==> src/hdl/hrgb_pkg.sv <==
// Shared types and constants for the HSV to RGB color block.
`timescale 1ns / 1ps

package hrgb_pkg;

    localparam logic [16:0] ONE_Q16    = 17'd65536;
    localparam logic [31:0] GOLDEN_Q32 = 32'd2654435769;

    localparam logic [15:0] INITIAL_HUE_RESET = 16'd45220;
    localparam logic [16:0] SATURATION_RESET  = 17'd55706;
    localparam logic [16:0] BRIGHTNESS_RESET  = 17'd50463;

    typedef enum logic [1:0] {
        REG_INITIAL_HUE = 2'd0,
        REG_SATURATION  = 2'd1,
        REG_BRIGHTNESS  = 2'd2
    } reg_addr_t;

    typedef enum logic [2:0] {
        SECTOR_0 = 3'd0,
        SECTOR_1 = 3'd1,
        SECTOR_2 = 3'd2,
        SECTOR_3 = 3'd3,
        SECTOR_4 = 3'd4,
        SECTOR_5 = 3'd5
    } sector_t;

    // Conversion settings as seen by the datapath, saturation and value clamped to 1.0.
    typedef struct packed {
        logic [15:0] initial_hue;
        logic [16:0] sat;
        logic [16:0] val;
    } cfg_t;

    // The four candidate component levels and the sector that orders them.
    typedef struct packed {
        sector_t     sector;
        logic [16:0] v;
        logic [16:0] p;
        logic [16:0] q;
        logic [16:0] t;
    } shade_t;

endpackage

==> src/hdl/hrgb_cfg.sv <==
// Configuration register file with an APB-style access port.
`timescale 1ns / 1ps

module hrgb_cfg
    import hrgb_pkg::*;
(
    input  logic        clk,
    input  logic        rst_n,
    input  logic        psel,
    input  logic        penable,
    input  logic        pwrite,
    input  logic [3:0]  paddr,
    input  logic [31:0] pwdata,
    output logic [31:0] prdata,
    output logic        pready,
    output cfg_t        cfg
);

    logic [15:0] initial_hue_reg;
    logic [16:0] saturation_reg;
    logic [16:0] brightness_reg;
    logic        write_en;
    reg_addr_t   addr;

    assign pready   = 1'b1;
    assign write_en = psel && penable && pwrite;
    assign addr     = reg_addr_t'(paddr[3:2]);

    always_ff @(posedge clk or negedge rst_n)
    begin
        if (!rst_n)
        begin
            initial_hue_reg <= INITIAL_HUE_RESET;
            saturation_reg  <= SATURATION_RESET;
            brightness_reg  <= BRIGHTNESS_RESET;
        end
        else if (write_en)
        begin
            unique case (addr)
                REG_INITIAL_HUE: initial_hue_reg <= pwdata[15:0];
                REG_SATURATION:  saturation_reg  <= pwdata[16:0];
                REG_BRIGHTNESS:  brightness_reg  <= pwdata[16:0];
                default:         ;
            endcase
        end
    end

    always_comb
    begin
        unique case (addr)
            REG_INITIAL_HUE: prdata = {16'd0, initial_hue_reg};
            REG_SATURATION:  prdata = {15'd0, saturation_reg};
            REG_BRIGHTNESS:  prdata = {15'd0, brightness_reg};
            default:         prdata = 32'd0;
        endcase
    end

    // Values above 1.0 behave as exactly 1.0.
    assign cfg.initial_hue = initial_hue_reg;
    assign cfg.sat = (saturation_reg > ONE_Q16) ? ONE_Q16 : saturation_reg;
    assign cfg.val = (brightness_reg > ONE_Q16) ? ONE_Q16 : brightness_reg;

endmodule

==> src/hdl/hrgb_hue.sv <==
// First pipeline stage: picks the direct hue or derives one from the id.
`timescale 1ns / 1ps

module hrgb_hue
    import hrgb_pkg::*;
(
    input  logic        clk,
    input  logic        rst_n,
    input  cfg_t        cfg,
    input  logic        in_valid,
    output logic        in_ready,
    input  logic        command,
    input  logic [30:0] id,
    input  logic [16:0] hue_in,
    output logic        out_valid,
    input  logic        out_ready,
    output logic [15:0] hue_out
);

    logic        valid_reg;
    logic        valid_next;
    logic [15:0] hue_reg;
    logic [15:0] hue_next;
    logic [31:0] spread;
    logic [31:0] acc;

    // Golden-ratio spacing: the product keeps only its low 32 bits.
    assign spread = {1'b0, id} * GOLDEN_Q32;
    assign acc    = {cfg.initial_hue, 16'd0} + spread;

    always_comb
    begin
        if (command)
        begin
            hue_next = hue_in[16] ? 16'd0 : hue_in[15:0];
        end
        else
        begin
            hue_next = acc[31:16];
        end
    end

    assign in_ready   = !valid_reg || out_ready;
    assign valid_next = in_ready ? in_valid : valid_reg;

    always_ff @(posedge clk or negedge rst_n)
    begin
        if (!rst_n)
        begin
            valid_reg <= 1'b0;
        end
        else
        begin
            valid_reg <= valid_next;
        end
    end

    always_ff @(posedge clk)
    begin
        if (in_ready && in_valid)
        begin
            hue_reg <= hue_next;
        end
    end

    assign out_valid = valid_reg;
    assign hue_out   = hue_reg;

endmodule

==> src/hdl/hrgb_shade.sv <==
// Pipeline stages two to four: sector split, inner products, outer products.
`timescale 1ns / 1ps

module hrgb_shade
    import hrgb_pkg::*;
(
    input  logic        clk,
    input  logic        rst_n,
    input  cfg_t        cfg,
    input  logic        in_valid,
    output logic        in_ready,
    input  logic [15:0] hue,
    output logic        out_valid,
    input  logic        out_ready,
    output shade_t      shade
);

    // Stage two: sector and fraction.
    logic        split_valid_reg;
    logic        split_ready;
    sector_t     split_sector_reg;
    logic [15:0] split_frac_reg;
    logic [18:0] h6;

    // Stage three: the factors that scale the value.
    logic        scale_valid_reg;
    logic        scale_ready;
    sector_t     scale_sector_reg;
    logic [16:0] scale_p_reg;
    logic [16:0] scale_q_reg;
    logic [16:0] scale_t_reg;
    logic [32:0] fs_prod;
    logic [16:0] inv_frac;
    logic [33:0] nfs_prod;

    // Stage four: the levels themselves.
    logic        level_valid_reg;
    logic        level_ready;
    shade_t      level_reg;
    shade_t      level_next;
    logic [33:0] p_prod;
    logic [33:0] q_prod;
    logic [33:0] t_prod;

    assign level_ready = !level_valid_reg || out_ready;
    assign scale_ready = !scale_valid_reg || level_ready;
    assign split_ready = !split_valid_reg || scale_ready;
    assign in_ready    = split_ready;

    assign h6 = {1'b0, hue, 2'b00} + {2'b00, hue, 1'b0};

    assign fs_prod  = 33'({1'b0, split_frac_reg}) * 33'(cfg.sat);
    assign inv_frac = ONE_Q16 - {1'b0, split_frac_reg};
    assign nfs_prod = 34'(inv_frac) * 34'(cfg.sat);

    assign p_prod = 34'(cfg.val) * 34'(scale_p_reg);
    assign q_prod = 34'(cfg.val) * 34'(scale_q_reg);
    assign t_prod = 34'(cfg.val) * 34'(scale_t_reg);

    always_comb
    begin
        level_next.sector = scale_sector_reg;
        level_next.v      = cfg.val;
        level_next.p      = p_prod[32:16];
        level_next.q      = q_prod[32:16];
        level_next.t      = t_prod[32:16];
    end

    always_ff @(posedge clk or negedge rst_n)
    begin
        if (!rst_n)
        begin
            split_valid_reg <= 1'b0;
            scale_valid_reg <= 1'b0;
            level_valid_reg <= 1'b0;
        end
        else
        begin
            if (split_ready)
            begin
                split_valid_reg <= in_valid;
            end
            if (scale_ready)
            begin
                scale_valid_reg <= split_valid_reg;
            end
            if (level_ready)
            begin
                level_valid_reg <= scale_valid_reg;
            end
        end
    end

    always_ff @(posedge clk)
    begin
        if (split_ready && in_valid)
        begin
            split_sector_reg <= sector_t'(h6[18:16]);
            split_frac_reg   <= h6[15:0];
        end
        if (scale_ready && split_valid_reg)
        begin
            scale_sector_reg <= split_sector_reg;
            scale_p_reg      <= ONE_Q16 - cfg.sat;
            scale_q_reg      <= ONE_Q16 - fs_prod[32:16];
            scale_t_reg      <= ONE_Q16 - nfs_prod[32:16];
        end
        if (level_ready && scale_valid_reg)
        begin
            level_reg <= level_next;
        end
    end

    assign out_valid = level_valid_reg;
    assign shade     = level_reg;

endmodule

==> src/hdl/hsv_to_rgb_id_color.sv <==
// Top level of the HSV to RGB color block: pipeline, register port and output register.
`timescale 1ns / 1ps
// An accepted input word passes through the hue, split, scale and level registers, then the output register.
// Throughput: one word per cycle; each stage moves on whenever the stage after it can take.
// A stall on the output side holds each full stage and moves bubbles forward.
// Reset (rst_n low, asynchronous) empties every stage and loads the register defaults.

module hsv_to_rgb_id_color
    import hrgb_pkg::*;
(
    input  logic        clk,
    input  logic        rst_n,
    input  logic        psel,
    input  logic        penable,
    input  logic        pwrite,
    input  logic [3:0]  paddr,
    input  logic [31:0] pwdata,
    output logic [31:0] prdata,
    output logic        pready,
    input  logic        in_valid,
    output logic        in_stall,
    input  logic        command,
    input  logic [30:0] id,
    input  logic [16:0] hue,
    output logic        out_valid,
    input  logic        out_stall,
    output logic [16:0] red,
    output logic [16:0] green,
    output logic [16:0] blue
);

    cfg_t        cfg;
    logic        hue_ready;
    logic        hue_valid;
    logic [15:0] hue_frac;
    logic        shade_ready;
    logic        shade_valid;
    shade_t      shade;
    logic        out_valid_reg;
    logic        out_ready;
    logic [16:0] red_next;
    logic [16:0] green_next;
    logic [16:0] blue_next;
    logic [16:0] red_reg;
    logic [16:0] green_reg;
    logic [16:0] blue_reg;

    // The user must change register settings only while the pipeline is empty (the block does not enforce this),
    // so the stages read them directly instead of carrying a copy with each word.
    hrgb_cfg u_cfg (
        .clk     (clk),
        .rst_n   (rst_n),
        .psel    (psel),
        .penable (penable),
        .pwrite  (pwrite),
        .paddr   (paddr),
        .pwdata  (pwdata),
        .prdata  (prdata),
        .pready  (pready),
        .cfg     (cfg)
    );

    // Stage one resolves the hue, either as given or from the golden-ratio sequence.
    hrgb_hue u_hue (
        .clk       (clk),
        .rst_n     (rst_n),
        .cfg       (cfg),
        .in_valid  (in_valid),
        .in_ready  (hue_ready),
        .command   (command),
        .id        (id),
        .hue_in    (hue),
        .out_valid (hue_valid),
        .out_ready (shade_ready),
        .hue_out   (hue_frac)
    );

    // Stages two to four compute the value and the three derived levels.
    hrgb_shade u_shade (
        .clk       (clk),
        .rst_n     (rst_n),
        .cfg       (cfg),
        .in_valid  (hue_valid),
        .in_ready  (shade_ready),
        .hue       (hue_frac),
        .out_valid (shade_valid),
        .out_ready (out_ready),
        .shade     (shade)
    );

    assign in_stall = !hue_ready;

    // The sector decides which level drives each channel.
    always_comb
    begin
        unique case (shade.sector)
            SECTOR_0:
            begin
                red_next   = shade.v;
                green_next = shade.t;
                blue_next  = shade.p;
            end
            SECTOR_1:
            begin
                red_next   = shade.q;
                green_next = shade.v;
                blue_next  = shade.p;
            end
            SECTOR_2:
            begin
                red_next   = shade.p;
                green_next = shade.v;
                blue_next  = shade.t;
            end
            SECTOR_3:
            begin
                red_next   = shade.p;
                green_next = shade.q;
                blue_next  = shade.v;
            end
            SECTOR_4:
            begin
                red_next   = shade.t;
                green_next = shade.p;
                blue_next  = shade.v;
            end
            default:
            begin
                red_next   = shade.v;
                green_next = shade.p;
                blue_next  = shade.q;
            end
        endcase
    end

    // Output register: it takes a new word whenever it is empty or its word leaves.
    assign out_ready = !out_valid_reg || !out_stall;

    always_ff @(posedge clk or negedge rst_n)
    begin
        if (!rst_n)
        begin
            out_valid_reg <= 1'b0;
        end
        else if (out_ready)
        begin
            out_valid_reg <= shade_valid;
        end
    end

    always_ff @(posedge clk)
    begin
        if (out_ready && shade_valid)
        begin
            red_reg   <= red_next;
            green_reg <= green_next;
            blue_reg  <= blue_next;
        end
    end

    assign out_valid = out_valid_reg;
    assign red       = red_reg;
    assign green     = green_reg;
    assign blue      = blue_reg;

endmodule

==> config.mk <==
export PLATFORM = sky130hd
export DESIGN_NAME = hsv_to_rgb_id_color
export DESIGN_NICKNAME = d
export VERILOG_FILES = /design/src/hdl/hrgb_pkg.sv /design/src/hdl/hrgb_cfg.sv /design/src/hdl/hrgb_hue.sv /design/src/hdl/hrgb_shade.sv /design/src/hdl/hsv_to_rgb_id_color.sv
export SDC_FILE = /design/constraint.sdc
export NUM_CORES = 2
export LEC_CHECK = 0
export BUFFER_PORTS_ARGS = -buffer_cell sky130_fd_sc_hd__buf_2
export CORE_ASPECT_RATIO = 1.75
export CORE_UTILIZATION = 23
export CTS_BUF_LIST = sky130_fd_sc_hd__clkbuf_4 sky130_fd_sc_hd__clkbuf_8 sky130_fd_sc_hd__clkbuf_16
export CTS_CLUSTER_SIZE = 14
export DETAILED_ROUTE_END_ITERATION = 8
export GPL_TIMING_DRIVEN = 0
export PLACE_DENSITY = 0.46
export SLEW_MARGIN = 20
export SYNTH_ARGS = -nofsm -noshare
export SYNTH_HDL_FRONTEND = slang
export SYNTH_SLANG_ARGS = --single-unit
==> constraint.sdc <==
create_clock -name clk -period 8.8 [get_ports clk]
set_input_delay 1.32 -clock clk [delete_from_list [all_inputs] [get_ports clk]]
set_output_delay 1.32 -clock clk [all_outputs]
set_load 0.02 [all_outputs]
==> results by group <==
Clocking
  • Sink count of the clock tree: 265
  • Number of buffers added by the clock tree synthesis step: 36
  • Clock insertion delay at the later pin of the skew report: 0.63 ns
  • Buffer depth of the longest clock path: 3
  • H-Tree Depth: 2
  • Library cell used as clock root buffer: sky130_fd_sc_hd__clkbuf_16
  • Clock input transition at the sequential cells of the worst setup and hold paths: 0.05 ns
  • Total of hold buffers inserted after clock tree synthesis: 0
  • CTS tree: yes

Critical path
  • Crit path kind: register to register
  • Longest individual stage delay on the worst path: 0.60 ns
  • R2R Path Start: u_shade.split_frac_reg[2]$_DFFE_PP_
  • Endpoint of the lowest-slack register-to-register path: u_shade.scale_t_reg[16]$_DFFE_PP_
  • Slack of the worst reg-to-reg path: 0.02 ns
  • Crit end category: register
  • Slowest cell on crit path: sky130_fd_sc_hd__fa_2
  • Buffers and inverters on the worst path: 7
  • Startpoint Class: register
  • Family with the most delay on the worst path: adder cells
  • Crit path to: u_shade.scale_t_reg[16]$_DFFE_PP_
  • Arrival time of data at the critical path endpoint: 9.14 ns
  • Path length in cells of the critical path: 32
  • Launching instance or port of the critical path: u_shade.split_frac_reg[2]$_DFFE_PP_
  • Highest net fanout along the worst path: 6
  • FF-to-FF path depth: 32
  • Data required time of the worst path: 9.16 ns

Final layout
  • Final Util: 0.265
  • Layout-stage area growth over the synthesis result: 14.8%
  • Fraction of final layout cells with drive strength greater than 1: 0.106
  • Flip-flop count of the largest register, all copies and words added: 71
  • Total non-filler cell area in the finished layout: 74800 sq um
  • Final Instance Count excl. Fillers: 11100
  • # nets final: 9348

Die
  • Initial standard-cell utilization of the core: 0.231
  • Vertical extent of the die: 706 microns
  • Total die area: 285000 sq um
  • Horizontal die dimension: 404 microns
  • Standard cell core area: 282000 sq um
  • Top-level I/O count: 178
  • Cell Rows: 258

Global routing
  • Global-route wire length before repair: 359000 microns
  • Largest net degree at the start of global routing: 56
  • Antenna violations before repair: 8
  • Vias in the first global route: 55200
  • Global-route usage over all layers: 0.173
  • Global route overflow: 0

Yosys
  • Number of enable-type register cells in the synthesized netlist: 210
  • Warnings from Yosys: 0
  • Distinct cell type count after synthesis: 86
  • Fraction of registers with async set/reset: 0.208
  • Average footprint of a synthesized cell: 9.36 sq um
  • Cell taking the most area after synthesis: sky130_fd_sc_hd__fa_1
  • Main flop type after synthesis: sky130_fd_sc_hd__edfxtp_1
  • Yosys top cell area share: 0.393
  • Top post-synthesis cells by area: sky130_fd_sc_hd__fa_1 (39%), sky130_fd_sc_hd__ha_1 (14%), sky130_fd_sc_hd__edfxtp_1 (9.7%)
  • Synthesized area: 65100 sq um
  • Flip-flop and latch count after synthesis: 265
  • Number of standard cells after synthesis: 6959
  • Sequential-to-total area share from yosys stat: 0.118

STA
  • Pins Over Slew Limit: 0
  • Highest attainable clock frequency: 114 MHz
  • RSZ-0062 raised after global routing: yes
  • Worst Max-Slew Pin Slew: 1.17 ns
  • Final setup violation count: 0
  • Period utilisation layout: 0.997
  • Setup Skew: 0.0437 ns
  • Fin. Hold Viols: 0
  • Relative slew slack: 0.221
  • Clock period minus final worst setup slack: 8.78 ns

Routing
  • Average wire per cell in the routed design: 22.3 microns
  • Number of nets with antenna violations after detailed routing: 0
  • Mean number of vias per cell: 4.42
  • Remaining routing DRC violations: 0
  • Number of detailed-routing iterations run before antenna repair: 5
  • Number of DRC markers after the initial detailed-route iteration: 2435
  • Final WL: 247000 microns
  • Routed vias: 48900

Placed design
  • Count of input and output buffers: 143
  • Number of placed instances, taps included: 10900
  • Detailed placement HPWL: 213000 microns
  • Placed cell area: 70900 sq um
  • Routability congestion estimate: 0.979

Hold path
  • Start point of the worst hold path: u_shade.scale_sector_reg[0]$_DFFE_PP_
  • Min-delay worst type: register to register

Flow run
  • Max-cap violation count: 0

Status
  • Result of the run: finished clean
layer usage:
layer,global-route usage,part of all wire,vias up
li1,-,-,21700
met1,0.166,0.33,25100
met2,0.331,0.54,1463
met3,0.0169,0.038,650
met4,0.141,0.10,2
met5,0,0.000049,-
per-stage QoR:
step,hold slack (ns),setup TNS [ns],setup slack [ns]
CTS,0.418,-0.0268,-0.0268
global route,0.415,-0.265,-0.221
global placement,0.407,-93.21,-2.47
floorplan,0.400,0,0.0828
detailed placement,0.412,-93.00,-2.61
finish,0.414,0,0.0240
layout make-up:
| cell class | count | area [sq um] |
|---|---|---|
| diodes | 9 | 22.5 |
| well taps | 3770 | 4720 |
| inverters | 1596 | 6000 |
| fillers | 30200 | 207000 |
| flip-flops and latches | 265 | 7720 |
| clock inverters | 23 | 283 |
| plain buffers | 338 | 1770 |
| repair buffers | 264 | 1810 |
| clock buffers | 41 | 956 |
| multi-input cells | 4763 | 51500 |
cell usage after synthesis (all sizes together) (65+ instances only):
cell	instances
inv	1593
fa	1279
nand2	1004
ha	713
and2	384
clkbuf	297
edfxtp	210
nor2	203
xnor2	150
o21ai	128
a21oi	122
mux2	88
mux2i	66
and3	65
cells in the final DEF (no fill, tap or decap), types with 115 or more instances in the layout:
master / netlist / layout
sky130_fd_sc_hd__nand2_1: 1004 / 990
sky130_fd_sc_hd__clkbuf_1: 297 / 188
sky130_fd_sc_hd__buf_4: 16 / 120
sky130_fd_sc_hd__buf_2: 1 / 149
sky130_fd_sc_hd__o21ai_0: 125 / 115
sky130_fd_sc_hd__nor2_1: 203 / 197
sky130_fd_sc_hd__ha_1: 713 / 695
sky130_fd_sc_hd__and2_1: 382 / 372
sky130_fd_sc_hd__fa_1: 1279 / 1261
sky130_fd_sc_hd__xnor2_1: 150 / 133
sky130_fd_sc_hd__inv_1: 1592 / 1581
sky130_fd_sc_hd__edfxtp_1: 210 / 210
kinds of logic after synthesis:
| family | share of synthesized area |
|---|---|
| multiplexers | 0.0254 |
| buffers and inverters | 0.113 |
| adder cells (fa/ha/maj) | 0.530 |
| XOR/XNOR | 0.0279 |
| AO/OA/AOI/OAI | 0.0480 |
| flip-flops | 0.118 |
| other | 0.000115 |
| AND/OR/NAND/NOR | 0.137 |
worst min path at each step:
stage | endpoint | depth (start not counted)
after global placement | u_shade.shade[70]$_DFFE_PP_ | 0
after global routing | u_shade.shade[68]$_DFFE_PP_ | 0
after detailed placement | u_shade.shade[69]$_DFFE_PP_ | 0
final | u_shade.shade[68]$_DFFE_PP_ | 0
after CTS | u_shade.shade[68]$_DFFE_PP_ | 0
after floorplan | u_shade.scale_sector_reg[0]$_DFFE_PP_ | 0
what timing repair did:
action | CTS | global route
cloned | 1 | 0
setup endpoints to repair | 81 | 33
pin swaps | 33 | 95
buffers inserted | 60 | 50
resized for setup | 295 | 188
Power is left out: the tool's default activity adds up to more than one toggle a clock period on the data nets, which glitch-free logic cannot reach.
